===== config.mk =====
export PLATFORM = sky130hd
export DESIGN_NAME = vmdl_root_step
export DESIGN_NICKNAME = d
export VERILOG_FILES = /design/src/design/vmdl_pkg.sv /design/src/design/vmdl_root_step.sv
export SDC_FILE = /design/constraint.sdc
export NUM_CORES = 1
export LEC_CHECK = 0
export BUFFER_PORTS_ARGS = -buffer_cell sky130_fd_sc_hd__buf_2
export CAP_MARGIN = 5
export CORE_AREA = 2 2 221 223
export DETAILED_ROUTE_END_ITERATION = 8
export DIE_AREA = 0 0 223 225
export GPL_TIMING_DRIVEN = 0
export PLACE_DENSITY = 0.58
export SLEW_MARGIN = 0
export SYNTH_ARGS = -nofsm -noshare
export SYNTH_HDL_FRONTEND = slang
export SYNTH_SLANG_ARGS = --single-unit

===== constraint.sdc =====
create_clock -name clk_i -period 6.6 [get_ports clk_i]
set_input_delay 0.33 -clock clk_i [delete_from_list [all_inputs] [get_ports clk_i]]
set_output_delay 0.33 -clock clk_i [all_outputs]
set_load 0.01 [all_outputs]

===== src/design/vmdl_pkg.sv =====
// Shared types and constants for the vertex morph and diffuse light core.
// Used by the shading front, the root step and the top level; no dependencies.
package vmdl_pkg;

  localparam int PosW  = 24;
  localparam int NrmW  = 16;
  localparam int FracW = 17;
  localparam int DW    = 25;
  localparam int DdW   = 51;
  localparam int NW    = 50;
  localparam int HalfW = 25;
  localparam int RW    = 68;
  localparam int PW    = 59;
  localparam int TW    = 100;
  localparam int ResW  = 8;

  typedef enum logic [2:0] {
    CFG_FRAC    = 3'd0,
    CFG_LIGHT_X = 3'd1,
    CFG_LIGHT_Y = 3'd2,
    CFG_LIGHT_Z = 3'd3,
    CFG_LIGHT_EN = 3'd4
  } cfg_idx_e;

  typedef struct packed {
    logic            kill;
    logic [RW-1:0]   r;
    logic [PW-1:0]   p;
    logic [DdW-1:0]  dd;
    logic [TW-1:0]   t;
    logic [ResW-1:0] res;
  } vmdl_sq_t;

endpackage


===== src/design/vmdl_root_step.sv =====
// One bit of the brightness root search: try res | 1<<BIT against the target.
// Depends on vmdl_pkg; one register stage.
module vmdl_root_step #(
  parameter int BIT = 7
) (
  input  logic               clk_i,
  input  vmdl_pkg::vmdl_sq_t sq_i,
  output vmdl_pkg::vmdl_sq_t sq_o
);

  logic [vmdl_pkg::RW-1:0] cand;
  logic                    fits;
  vmdl_pkg::vmdl_sq_t      sq_d, sq_q;

  assign cand = sq_i.r + (vmdl_pkg::RW'(sq_i.p) << (BIT + 1))
              + (vmdl_pkg::RW'(sq_i.dd) << (2 * BIT));
  assign fits = (vmdl_pkg::TW'(cand) << 28) <= sq_i.t;

  always_comb begin
    sq_d = sq_i;
    if (fits) begin
      sq_d.r   = cand;
      sq_d.p   = sq_i.p + (vmdl_pkg::PW'(sq_i.dd) << BIT);
      sq_d.res = sq_i.res | vmdl_pkg::ResW'(1 << BIT);
    end
  end

  always_ff @(posedge clk_i) begin
    sq_q <= sq_d;
  end

  assign sq_o = sq_q;

endmodule


==> results_dict.tcl <==
set metrics [dict create \
    grt_pass1_wl_um 91400 \
    clock_pin_transition_on_the_worst_setup_and_hold_timing_paths_ns 0.06 \
    dp.cells 2888 \
    layout_cell_area_excl_fill_um2 23100 \
    critical_path.max_fanout 10 \
    critPathCaptureType "register" \
    tightest_slew_ns 1.06 \
    cts.root.buffer_cell "clkbuf_16" \
    portBuffers 574 \
    fp.dieW_um 223 \
    starting_drt_drc_count 862 \
    timing.critical_path.from "sq_i[124]" \
    yosys.area_share.simple 0.109 \
    maximum_resistive_drop_on_vdd_uv 219 \
    multi_input_area_um2 10100 \
    setup_viol 0 \
    layout.core_utilization 0.487 \
    layout.cells.most_common "buf_2" \
    hold_viol 0 \
    path_class "primary input to register" \
    area_delta_synth_final_pct 43.3 \
    worstSetupStartpointType "primary input" \
    synth.avg_cell_area_um2 9.50 \
    gr-total-overflow 0 \
    cts_made_buffers 34 \
    synth-seq-area-share 0.356 \
    post_synth_mux_area_share 0.0439 \
    main_combinational_cell_family_by_area_after_synthesis "adder cells" \
    vias 15750 \
    final_max_slew_viol_count 0 \
    p_leak_nw 11.0 \
    fillerInstances 4536 \
    cp_data_arrival_time_ns 6.87 \
    antenna_found_initial 4 \
    max-clock-path-buffers 3 \
    start_util 0.340 \
    largest_reg_flops 287 \
    whs_path_cells 2 \
    vias_in_the_first_global_route 15849 \
    synth_compound_gate_area_share 0.185 \
    drtAntennaViolNets 0 \
    max_freq_mhz 155 \
    yosys.area_share.adder 0.209 \
    iteration_count_of_the_initial_detailed_routing_pass 5 \
    placeableCoreArea_um2 47500 \
    clock_sinks 287 \
    nNetsFinal 3016 \
    die_area_um2 50200 \
    h_tree_depth 2 \
    final-instance-count-excl-fill 3134 \
    netlist_area_um2 16100 \
    timing.final.crit_period_ns 6.46 \
    synth.lib_cells_used.distinct 65 \
    crit_end "sq_o[247]" \
    routed_wirelength_um 61700 \
    syn_inst_count 1699 \
    hpwl_um 50600 \
    rows 80 \
    layout.cells.most_common_list "buf_2, dfxtp_1, dlygate4sd3_1" \
    drv_cap 0 \
    synthesis.nets 2225 \
    async_sr_flop_fraction 0 \
    worst_ep_required_time_ns 7.01 \
    worst_hold_path_type "primary input to register" \
    placed_area_um2 19800 \
    detail_route.vias_per_cell 5.03 \
    final.period_utilization 0.979 \
    floorplan.io_pins 575 \
    grt_max_degree 14 \
    detail_route.drc_violations 0 \
    power_density_nw_per_um2 294 \
    gr-usage-all-layers 0.238 \
    post_route_cells_drive_above_1_share 0.288 \
    cts_tree "built" \
    synth_edf_count 0 \
    run_status "complete, no violations" \
    synth_xor_xnor_area_share 0.0575 \
    die-height_um 225 \
    synth.ff_latch_count 287 \
    yosys_warnings 0 \
    final-seq-area_um2 5750 \
    avgRoutedWirePerCell_um 19.7 \
    max-slew-margin-rel 0.274 \
    gp_congestion 0.948 \
    ys_dominant_reg_cell "dfxtp_1" \
]
[cell type report]
| class | instances | share of cell area |
|---|---|---|
| multi-input cells | 1259 | 0.435 |
| flip-flops and latches | 287 | 0.248 |
| repair buffers | 766 | 0.207 |
| clock buffers | 47 | 0.0428 |
| well taps | 615 | 0.0333 |
| inverters | 107 | 0.0174 |
| plain buffers | 35 | 0.00925 |
| clock inverters | 13 | 0.00660 |
| diodes | 5 | 0.000541 |
[logic make-up (layout without fill, tap and decap cells)]
group / after synthesis / after routing
compound gates: 480 / 480
xor+xnor: 106 / 106
fa+ha+maj: 238 / 238
buf+inv: 153 / 968
flops: 287 / 287
mux: 63 / 63
other cells: 0 / 5
simple gates: 372 / 372
[worst min path at each step]
stage | slack [ns] | endpoint | startpoint
2_1_floorplan | 0.36 | sq_o[0] | sq_i[0]
3_5_place_dp | 0.43 | sq_o[286] | sq_i[286]
5_1_grt | 0.003 | sq_o[231] | sq_i[231]
3_3_place_gp | 0.43 | sq_o[0] | sq_i[0]
6_report | 0.03 | sq_o[231] | sq_i[231]
4_1_cts | 0.002 | sq_o[231] | sq_i[231]
[repair_timing]
| item | CTS | global route |
|---|---|---|
| endpoints found under the setup margin | 113 | 112 |
| hold endpoints to repair | 183 | 0 |
| hold buffers | 183 | 0 |
| pin swaps | 6 | 7 |
| cloned | 0 | 0 |
| buffers inserted | 6 | 3 |
| gates resized for setup | 35 | 35 |
[synth_stat cells, drive strengths merged (8+ instances only)]
library cell | n | area [um^2]
dfxtp | 287 | 5750
ha | 185 | 2310
a21oi | 151 | 756
nand2 | 145 | 544
o21ai | 118 | 591
inv | 107 | 402
a21o | 79 | 593
nor2 | 69 | 262
mux2 | 63 | 709
xnor2 | 63 | 552
fa | 53 | 1060
nand4 | 47 | 294
xor2 | 43 | 377
clkbuf | 33 | 124
nand3 | 26 | 130
o21bai | 22 | 165
a31oi | 15 | 109
a211oi | 14 | 105
buf | 13 | 110
nor3 | 13 | 65.1
nor4 | 13 | 81.3
nand2b | 11 | 68.8
o211ai | 11 | 82.6
and3 | 10 | 62.6
o31ai | 10 | 75.1
a21boi | 9 | 67.6
nor2b | 9 | 56.3
o21a | 8 | 60.1
or2 | 8 | 50.1
[where the power goes]
part	internal (W)	switching (W)	leakage (nW)	total, W
clock	0.00114	0.000768	0.555	0.00191
combinational	0.00116	0.00159	8.06	0.00276
sequential	0.00205	0.0000777	2.42	0.00213
[worst max-delay path, stage by stage]
cell and delay (ns):
buf_2 0.15, fa_1 0.55, ha_4 0.33, nand4_1 0.16, or4_4 0.59, o22ai_4 0.17
o21ai_4 0.13, o41ai_4 0.32, buf_4 0.22, a31oi_4 0.16, o311ai_4 0.32, xor2_2 0.14
ha_1 0.30, nand4_1 0.09, or2_1 0.25, or4_4 0.61, or4_4 0.61, o211ai_1 0.25
a211oi_1 0.11, a31oi_4 0.27, buf_12 0.21, buf_6 0.17, mux2_1 0.39
[routing by layer]
| metal | share of wire | wire length, um | GRT usage | up-vias |
|---|---|---|---|---|
| met5 | 0 | 0 | 0 | - |
| li1 | - | - | - | 7667 |
| met2 | 0.48 | 29800 | 0.413 | 578 |
| met1 | 0.42 | 25800 | 0.288 | 7397 |
| met4 | 0.031 | 1910 | 0.0788 | 0 |
| met3 | 0.067 | 4160 | 0.0565 | 108 |
[metrics by stage]
step | total power [W] | hold slack (ns) | TNS, ns | worst slack (ns)
after floorplan | 0.00373 | 0.358 | 0 | 0.205
after detailed placement | 0.00473 | 0.434 | -266.68 | -2.51
final | 0.00679 | 0.0329 | 0 | 0.140
after global placement | 0.00470 | 0.432 | -273.96 | -2.59
after CTS | 0.00680 | 0.00181 | 0 | 0.0108
after global routing | 0.00721 | 0.00278 | -0.122 | -0.0211
No activity file was read; power rests on OpenSTA's default activity.
