[src/design/vmdl_lerp.sv]
// Two-stage keyframe blend of one component: a + (b - a) * f, rounded.
// No package dependency.
module vmdl_lerp #(
  parameter int W         = 24,
  parameter int FRAC_BITS = 16
) (
  input  logic                clk_i,
  input  logic signed [W-1:0] a_i,
  input  logic signed [W-1:0] b_i,
  input  logic        [16:0]  f_i,
  output logic signed [W-1:0] y_o
);

  localparam int PrW = W + 19;
  localparam int AW  = PrW + 1;
  localparam logic signed [AW-1:0] Half = AW'(1) <<< (FRAC_BITS - 1);

  logic signed [W:0]     diff;
  logic signed [PrW-1:0] prod_d, prod_q;
  logic signed [W-1:0]   a_q, y_q;
  logic signed [AW-1:0]  acc;

  assign diff   = $signed({b_i[W-1], b_i}) - $signed({a_i[W-1], a_i});
  assign prod_d = PrW'(diff) * PrW'($signed({1'b0, f_i}));
  assign acc    = (AW'(a_q) <<< FRAC_BITS) + AW'(prod_q) + Half;

  always_ff @(posedge clk_i) begin
    a_q    <= a_i;
    prod_q <= prod_d;
    y_q    <= W'(acc >>> FRAC_BITS);
  end

  assign y_o = y_q;

endmodule

[config.mk]
export PLATFORM = sky130hd
export DESIGN_NAME = vmdl_lerp
export DESIGN_NICKNAME = d
export VERILOG_FILES = /design/src/design/vmdl_lerp.sv
export SDC_FILE = /design/constraint.sdc
export NUM_CORES = 1
export LEC_CHECK = 0
export BUFFER_PORTS_ARGS = -buffer_cell sky130_fd_sc_hd__buf_2
export CAP_MARGIN = 30
export CORE_UTILIZATION = 70
export DETAILED_ROUTE_END_ITERATION = 10
export HOLD_SLACK_MARGIN = 0.12
export PLACE_DENSITY_LB_ADDON = 0.15
export SLEW_MARGIN = 0
export SYNTH_ARGS = -nofsm -noshare
export SYNTH_HDL_FRONTEND = slang
export SYNTH_SLANG_ARGS = --single-unit
export TNS_END_PERCENT = 1
[constraint.sdc]
create_clock -name clk_i -period 20.4 [get_ports clk_i]
set_clock_uncertainty 0.15 [all_clocks]
set_input_delay 3.06 -clock clk_i [delete_from_list [all_inputs] [get_ports clk_i]]
set_output_delay 3.06 -clock clk_i [all_outputs]
set_load 0.005 [all_outputs]
==> results of run 1 <==
==> worst max-delay path: cells and delay by family <==
kind / cells / cell delay [ns]
AOI/OAI and AO/OA: 9 / 2.64
and+or+nand+nor: 5 / 1.09
xor gates and xnor gates: 3 / 0.69
buffers and inverters: 8 / 0.62
adders and majority gates: 9 / 3.89
==> logic make-up (layout without fill, tap and decap cells) <==
group	after synthesis	after routing	synth area share
compound gates	151	151	0.0566
xor+xnor	82	82	0.0413
fa+ha+maj	537	537	0.547
buf+inv	572	640	0.121
flops	73	73	0.0825
simple gates	528	528	0.151
==> registers in the layout (all words and copies together) (netlist names) <==
register	flops
a_q	24
y_o	24
prod_q	25
==> how the worst min path moves through the flow <==
| stage | start | end | slack (ns) | cells after the start |
|---|---|---|---|---|
| finish | a_q[23] | y_o[23] | 0.42 | 2 |
| global route | a_q[23] | y_o[23] | 0.46 | 2 |
| CTS | a_q[23] | y_o[23] | 0.44 | 2 |
| detailed placement | a_q[22] | y_o[22] | 0.42 | 2 |
| global placement | a_q[22] | y_o[22] | 0.41 | 2 |
| floorplan | prod_q[39] | y_o[23] | 0.37 | 2 |
==> through the flow <==
step	std cells	util
finish	2335	0.767
global route	2335	0.767
CTS	2335	0.767
detailed placement	2319	0.756
global placement	2319	0.756
floorplan	1943	-
==> synth_stat cells, types with 3 or more instances <==
cell type | instances | area (µm²)
sky130_fd_sc_hd__nand4_1 | 3 | 18.8
sky130_fd_sc_hd__clkbuf_1 | 56 | 210
sky130_fd_sc_hd__ha_1 | 141 | 1760
sky130_fd_sc_hd__a31oi_1 | 6 | 37.5
sky130_fd_sc_hd__and3b_1 | 3 | 26.3
sky130_fd_sc_hd__buf_1 | 3 | 11.3
sky130_fd_sc_hd__nor2b_1 | 21 | 131
sky130_fd_sc_hd__a31o_2 | 3 | 26.3
sky130_fd_sc_hd__o21a_1 | 13 | 97.6
sky130_fd_sc_hd__xnor2_1 | 56 | 490
sky130_fd_sc_hd__o211ai_1 | 3 | 22.5
sky130_fd_sc_hd__a311oi_1 | 3 | 26.3
sky130_fd_sc_hd__and2_1 | 200 | 1250
sky130_fd_sc_hd__nand3_1 | 7 | 35.0
sky130_fd_sc_hd__nor2_1 | 23 | 86.3
sky130_fd_sc_hd__o31a_1 | 3 | 26.3
sky130_fd_sc_hd__dfxtp_1 | 73 | 1460
sky130_fd_sc_hd__buf_2 | 3 | 15.0
sky130_fd_sc_hd__a21oi_1 | 47 | 235
sky130_fd_sc_hd__and3_1 | 10 | 62.6
sky130_fd_sc_hd__a211oi_1 | 4 | 30.0
sky130_fd_sc_hd__nand2_1 | 232 | 871
sky130_fd_sc_hd__o21bai_1 | 5 | 37.5
sky130_fd_sc_hd__xor2_1 | 25 | 219
sky130_fd_sc_hd__inv_1 | 510 | 1910
sky130_fd_sc_hd__o21ai_0 | 19 | 95.1
sky130_fd_sc_hd__nand2b_1 | 6 | 37.5
sky130_fd_sc_hd__fa_1 | 396 | 7930
sky130_fd_sc_hd__nor3_1 | 11 | 55.1
sky130_fd_sc_hd__a21o_1 | 28 | 210
==> layer usage <==
layer	wire length (µm)	vias to the layer above	track usage
met5	0	-	0
met4	1560	0	0.139
met3	2630	132	0.0568
met2	21300	454	0.627
met1	15700	6579	0.424
li1	-	5814	-
==> final cells by class <==
cell class	instances	area, µm²
flip-flops and latches	73	1460
fillers	1774	5710
well taps	324	405
clock buffers	9	225
inverters	510	1910
clock inverters	7	61.3
multi-input cells	1298	14100
repair buffers	114	633
==> results.md, run 1 <==
## Clocking
• sky130_fd_sc_hd__clkbuf_16 — Root Driver
• 2 — maximum count of clock buffers along a single path
• 0.35 ns — source-to-sink clock delay at the later pin of the worst-skew pair
• 0.06 ns — clock transition at the registers of the reported paths
• 73 — TritonCTS Sinks
• 3 — deepest level of the CTS H-tree
• 9 — Inserted Clock Buffers
• 0 — number of gates resized after CTS
• 0 — count of hold buffers inserted by post-cts repair
• built — CTS tree
• 0 — # Post-CTS Setup Buffers

## Synth
• 0 — number of flops mapped to enable cells by yosys
• 0 — number of warnings reported in the yosys synthesis log
• 51 — Synth cell types
• sky130_fd_sc_hd__dfxtp_1 — top_reg_cell synth
• 0 — async set or reset register ratio after synthesis
• 2,546 — net count after synthesis
• 1,943 — Post-Syn Instances
• 17,700 µm² — cell area after synthesis
• 73 — post-synthesis sequential element count
• 9.12 µm² — Avg Cell Area, Syn
• 0.0825 — fraction of the yosys area taken by sequential cells

## Placed design
• 18,500 µm² — instance area after placement
• 32.9 mm — HPWL Detailed
• 0.863 — GPL Wtd Cong
• 89 — IO buf count
• 8.32 ns — worst slack at placement

## Global route
• 0.350 — combined global-route utilization of all metal layers
• 0 — grt total ovfl
• 0 — antenna violations before repair
• 14.6k — number of global-route vias before repair
• 26 — pin count of the biggest net entering global routing
• 70.4 mm — global-route wire length before repair

## Die
• 24,500 µm² — placeable core area
• 161 µm — height of the chip
• 0.722 — initial core utilization
• 90 — number of top-level pins
• 57 — FP Rows
• 25,900 µm² — DIE AREA
• 161 µm — horizontal die dimension

## Worst setup path
• b_i[0] — worst setup path startpoint
• 20.49 ns — Worst EP required
• 17 — Worst Path Max Fanout
• prod_q[16] — beginning of the worst register-to-register path
• sky130_fd_sc_hd__a311oi_1 — slowest CP cell
• sky130_fd_sc_hd__fa_1 — most prevalent standard cell on the critical path
• flip-flop — CP endpoint kind
• 0.75 ns — largest stage delay on the critical path
• prod_q[39] — capture point of the critical path
• in -> reg — type of the worst setup path
• 12.02 ns — Arr. time, crit path
• 16.52 ns — r2r setup slk
• y_o[22] — reg2reg end
• 11 — Register-to-Register Path Depth
• primary input — category of the worst setup path launch point

## Drt
• 13.0k — via count
• 0 — post-route antenna net violation count
• 41.2 mm — Routed Wire Length
• 7 — Detailed Routing Iterations Pass 1
• 0 — drc violations
• 17.6 µm — wire length per cell after detailed routing
• 5.56 — vias per inst
• 742 — iteration-0 DRC count of the detailed router

## STA
• 0 — total setup violations reported at the end of the flow
• 0 ns — setup TNS
• 0.584 — share of the clock period used by the worst path after layout
• 0.422 ns — Fin Hold WS
• 0 — count of final hold-check violations
• 83.9 MHz — maximum frequency from static timing analysis
• 8.48 ns — final setup slack of the worst path
• 0 — max-slew violation count
• 11.92 ns — Tmin final
• 0.288 — worst slew slack as a fraction of its limit
• 1.06 ns — transition time at the pin with the least slew margin
• false — setup repair after global routing missed its margin

## Finish
• 2,609 — net total in the final layout
• 6.27% — P&R area growth vs syn
• 0 — diodes inserted
• 0.0721 — fraction of final layout cells with drive strength greater than 1
• sky130_fd_sc_hd__inv_1, sky130_fd_sc_hd__fa_1, sky130_fd_sc_hd__nand2_1 — commonest cells after routing, fill and taps aside
• sky130_fd_sc_hd__inv_1 — most common cell after layout, fill and taps aside
• 18,800 µm² — Design Area, Final

## Status
• completed — run status

## Flow run
• 0 — number of violations of the max-capacitance limit

## Hold path
• reg -> reg — Hold/Removal Path Class

Power of run 1 is not shown: default switching activity piles up to over one toggle a cycle in this logic, so the estimate is an artifact.
==> run 2, diff against run 1 <==
--- a/config.mk
+++ b/config.mk
@@ -5,9 +5,10 @@
 export SDC_FILE = /design/constraint.sdc
 export NUM_CORES = 1
 export LEC_CHECK = 0
+export ABC_AREA = 1
 export BUFFER_PORTS_ARGS = -buffer_cell sky130_fd_sc_hd__buf_2
 export CAP_MARGIN = 30
-export CORE_UTILIZATION = 70
+export CORE_UTILIZATION = 65
 export DETAILED_ROUTE_END_ITERATION = 10
 export HOLD_SLACK_MARGIN = 0.12
 export PLACE_DENSITY_LB_ADDON = 0.15
==> constraint.sdc (replaced) <==
create_clock -name clk_i -period 11.4 [get_ports clk_i]
set_clock_uncertainty 0.15 [all_clocks]
set_input_delay 1.71 -clock clk_i [delete_from_list [all_inputs] [get_ports clk_i]]
set_output_delay 1.71 -clock clk_i [all_outputs]
set_load 0.005 [all_outputs]
==> run 2 against run 1 <==
  * First-iteration DRC count rose by 66%
  * Via count rose by 21%
  * Non-clock buffer count fell by 15
  * Sequential cell count did not move
  * Critical path depth fell by 2
  * Register-to-register slack got worse by 7.8 ns
  * Count of clock-buffer cells in the layout rose by 2
  * Synthesized cell count rose by 22%
  * Cell area rose by 5.8%
  * Sequential share of layout area fell by 0.42 points
  * Final cell count rose by 20%
  * Wire length rose by 31%
==> results.md, run 2 <==
## Flow run
• 0 — number of violations of the max-capacitance limit

## Synth
• 0 — number of warnings reported in the yosys synthesis log
• 7.95 µm² — Avg Cell Area, Syn
• 2,971 — net count after synthesis
• 0.421 — area fraction of the dominant cell type after synthesis
• 73 — post-synthesis sequential element count
• 2,368 — Post-Syn Instances
• sky130_fd_sc_hd__inv_1, sky130_fd_sc_hd__nand2_1, sky130_fd_sc_hd__fa_1 — most instantiated cells after synthesis
• 18,800 µm² — cell area after synthesis
• sky130_fd_sc_hd__dfxtp_1 — top_reg_cell synth
• sky130_fd_sc_hd__inv_1 — cell with the most instances after synthesis
• sky130_fd_sc_hd__fa_1 — Yosys top cell by area
• 0.0776 — fraction of the yosys area taken by sequential cells
• 51 — Synth cell types
• 0 — async set or reset register ratio after synthesis
• sky130_fd_sc_hd__fa_1, sky130_fd_sc_hd__inv_1, sky130_fd_sc_hd__ha_1 — biggest area contributors in the synthesized netlist
• 0 — number of flops mapped to enable cells by yosys

## Placed design
• 1.02 — GPL Wtd Cong
• 44.5 mm — HPWL Detailed
• 89 — IO buf count

## Worst setup path
• sky130_fd_sc_hd__fa_1 — slowest CP cell
• y_o[15] — reg2reg end
• in -> reg — type of the worst setup path
• 10 — Register-to-Register Path Depth
• 11 — Worst Path Max Fanout
• primary input — category of the worst setup path launch point
• flip-flop — CP endpoint kind
• 11.52 ns — Worst EP required
• 9.59 ns — Arr. time, crit path
• 8.75 ns — r2r setup slk
• 0.72 ns — largest stage delay on the critical path
• prod_q[15] — beginning of the worst register-to-register path

## Global route
• 0.393 — combined global-route utilization of all metal layers
• 25 — pin count of the biggest net entering global routing
• 16.6k — number of global-route vias before repair
• 0 — antenna violations before repair
• 0 — grt total ovfl
• 86.7 mm — global-route wire length before repair

## Clocking
• 3 — deepest level of the CTS H-tree
• 0 — number of gates resized after CTS
• 9 — Inserted Clock Buffers
• 0 — # Post-CTS Setup Buffers
• 0.34 ns — source-to-sink clock delay at the later pin of the worst-skew pair
• 73 — TritonCTS Sinks
• 0 — count of hold buffers inserted by post-cts repair
• built — CTS tree
• 0.06 ns — clock transition at the registers of the reported paths
• sky130_fd_sc_hd__clkbuf_16 — Root Driver
• 2 — maximum count of clock buffers along a single path

## Drt
• 15.7k — via count
• 5.58 — vias per inst
• 5 — Detailed Routing Iterations Pass 1
• 1,233 — iteration-0 DRC count of the detailed router
• 19.3 µm — wire length per cell after detailed routing
• 0 — drc violations
• 54.1 mm — Routed Wire Length
• 0 — post-route antenna net violation count

## STA
• 0 — count of final hold-check violations
• 0.830 — share of the clock period used by the worst path after layout
• 0 ns — setup TNS
• false — setup repair after global routing missed its margin
• 0.247 — worst slew slack as a fraction of its limit
• 0 — total setup violations reported at the end of the flow
• 0 — max-slew violation count
• 106 MHz — maximum frequency from static timing analysis
• 9.47 ns — Tmin final
• 1.13 ns — transition time at the pin with the least slew margin

## Hold path
• y_o[23] — end of the worst hold path
• a_q[23] — startpoint of the worst hold path
• 3 — worst hold path cell count
• reg -> reg — Hold/Removal Path Class

## Die
• 172 µm — height of the chip
• 61 — FP Rows
• 0.669 — initial core utilization
• 90 — number of top-level pins
• 28,200 µm² — placeable core area
• 29,700 µm² — DIE AREA
• 172 µm — horizontal die dimension

## Finish
• 0.0770 — fraction of final layout cells with drive strength greater than 1
• prod_q — Top reg by flops
• 5.70% — P&R area growth vs syn
• 3,025 — net total in the final layout
• sky130_fd_sc_hd__inv_1 — most common cell after layout, fill and taps aside
• 0 — diodes inserted
• sky130_fd_sc_hd__inv_1, sky130_fd_sc_hd__nand2_1, sky130_fd_sc_hd__fa_1 — commonest cells after routing, fill and taps aside
• 25 — flip-flop count of the largest register after layout

## Status
• completed — run status

-- run 2: cell count changes in the layout (fill, tap and decap cells not counted), sizes merged, moves of 15 or more --
cell | previous run | this run
a21o | 28 | 5
a21oi | 49 | 75
and2 | 200 | 1
buf | 114 | 99
inv | 513 | 635
nand2 | 232 | 439
nand3 | 7 | 75
nor2 | 23 | 273
nor2b | 21 | 0
o21ai | 20 | 40
or2 | 2 | 26
xnor2 | 56 | 22
xor2 | 25 | 42
-- run 2: cell families (layout without fill, tap and decap cells) --
| group | after synthesis | in the layout | share of synthesized area |
|---|---|---|---|
| flops | 73 | 73 | 0.0776 |
| fa+ha+maj | 537 | 537 | 0.515 |
| xor+xnor | 64 | 64 | 0.0314 |
| compound gates | 155 | 155 | 0.0492 |
| buf+inv | 699 | 758 | 0.142 |
| simple gates | 840 | 840 | 0.186 |
-- run 2: critical path, delay by kind of cell --
family                     cells  cell delay [ns]
xor gates and xnor gates       1             0.15
and+or+nand+nor               14             2.85
adders and majority gates      9             4.20
buffers and inverters          8             0.68
-- run 2: per-layer routing --
metal | track usage | up-vias | wire (µm)
met5 | 0 | - | 0
met4 | 0.173 | 0 | 2750
met3 | 0.114 | 178 | 6730
met2 | 0.627 | 934 | 24100
met1 | 0.499 | 7559 | 20500
li1 | - | 6990 | -
-- run 2: final cells by class --
cell class,instances,area (µm²)
repair buffers,99,524
clock inverters,5,78.8
well taps,378,473
flip-flops and latches,73,1460
inverters,643,2410
clock buffers,11,243
multi-input cells,1596,14700
fillers,2278,8250
-- run 2: worst max path at each step --
stage / from / end / slack (ns) / cells past startpoint
floorplan: b_i[0] / prod_q[34] / 3.10 / 35
global placement: b_i[0] / prod_q[38] / 1.81 / 32
detailed placement: b_i[0] / prod_q[38] / 1.72 / 35
CTS: b_i[0] / prod_q[38] / 2.04 / 32
global route: b_i[0] / prod_q[39] / 1.59 / 37
finish: b_i[0] / prod_q[38] / 1.93 / 32
-- run 2: stage by stage --
stage                     setup slack (ns)  area, µm²  utilization  cells  hold slack (ns)
after global routing                  1.59      19900        0.707   2805            0.451
after global placement                1.81      19600        0.695   2788            0.397
final                                 1.93      19900        0.707   2805            0.432
after floorplan                       3.10      18800            -   2368            0.354
after detailed placement              1.72      19600        0.696   2789            0.424
after CTS                             2.04      19900        0.707   2805            0.434
Power of run 2 is left out for the same reason.
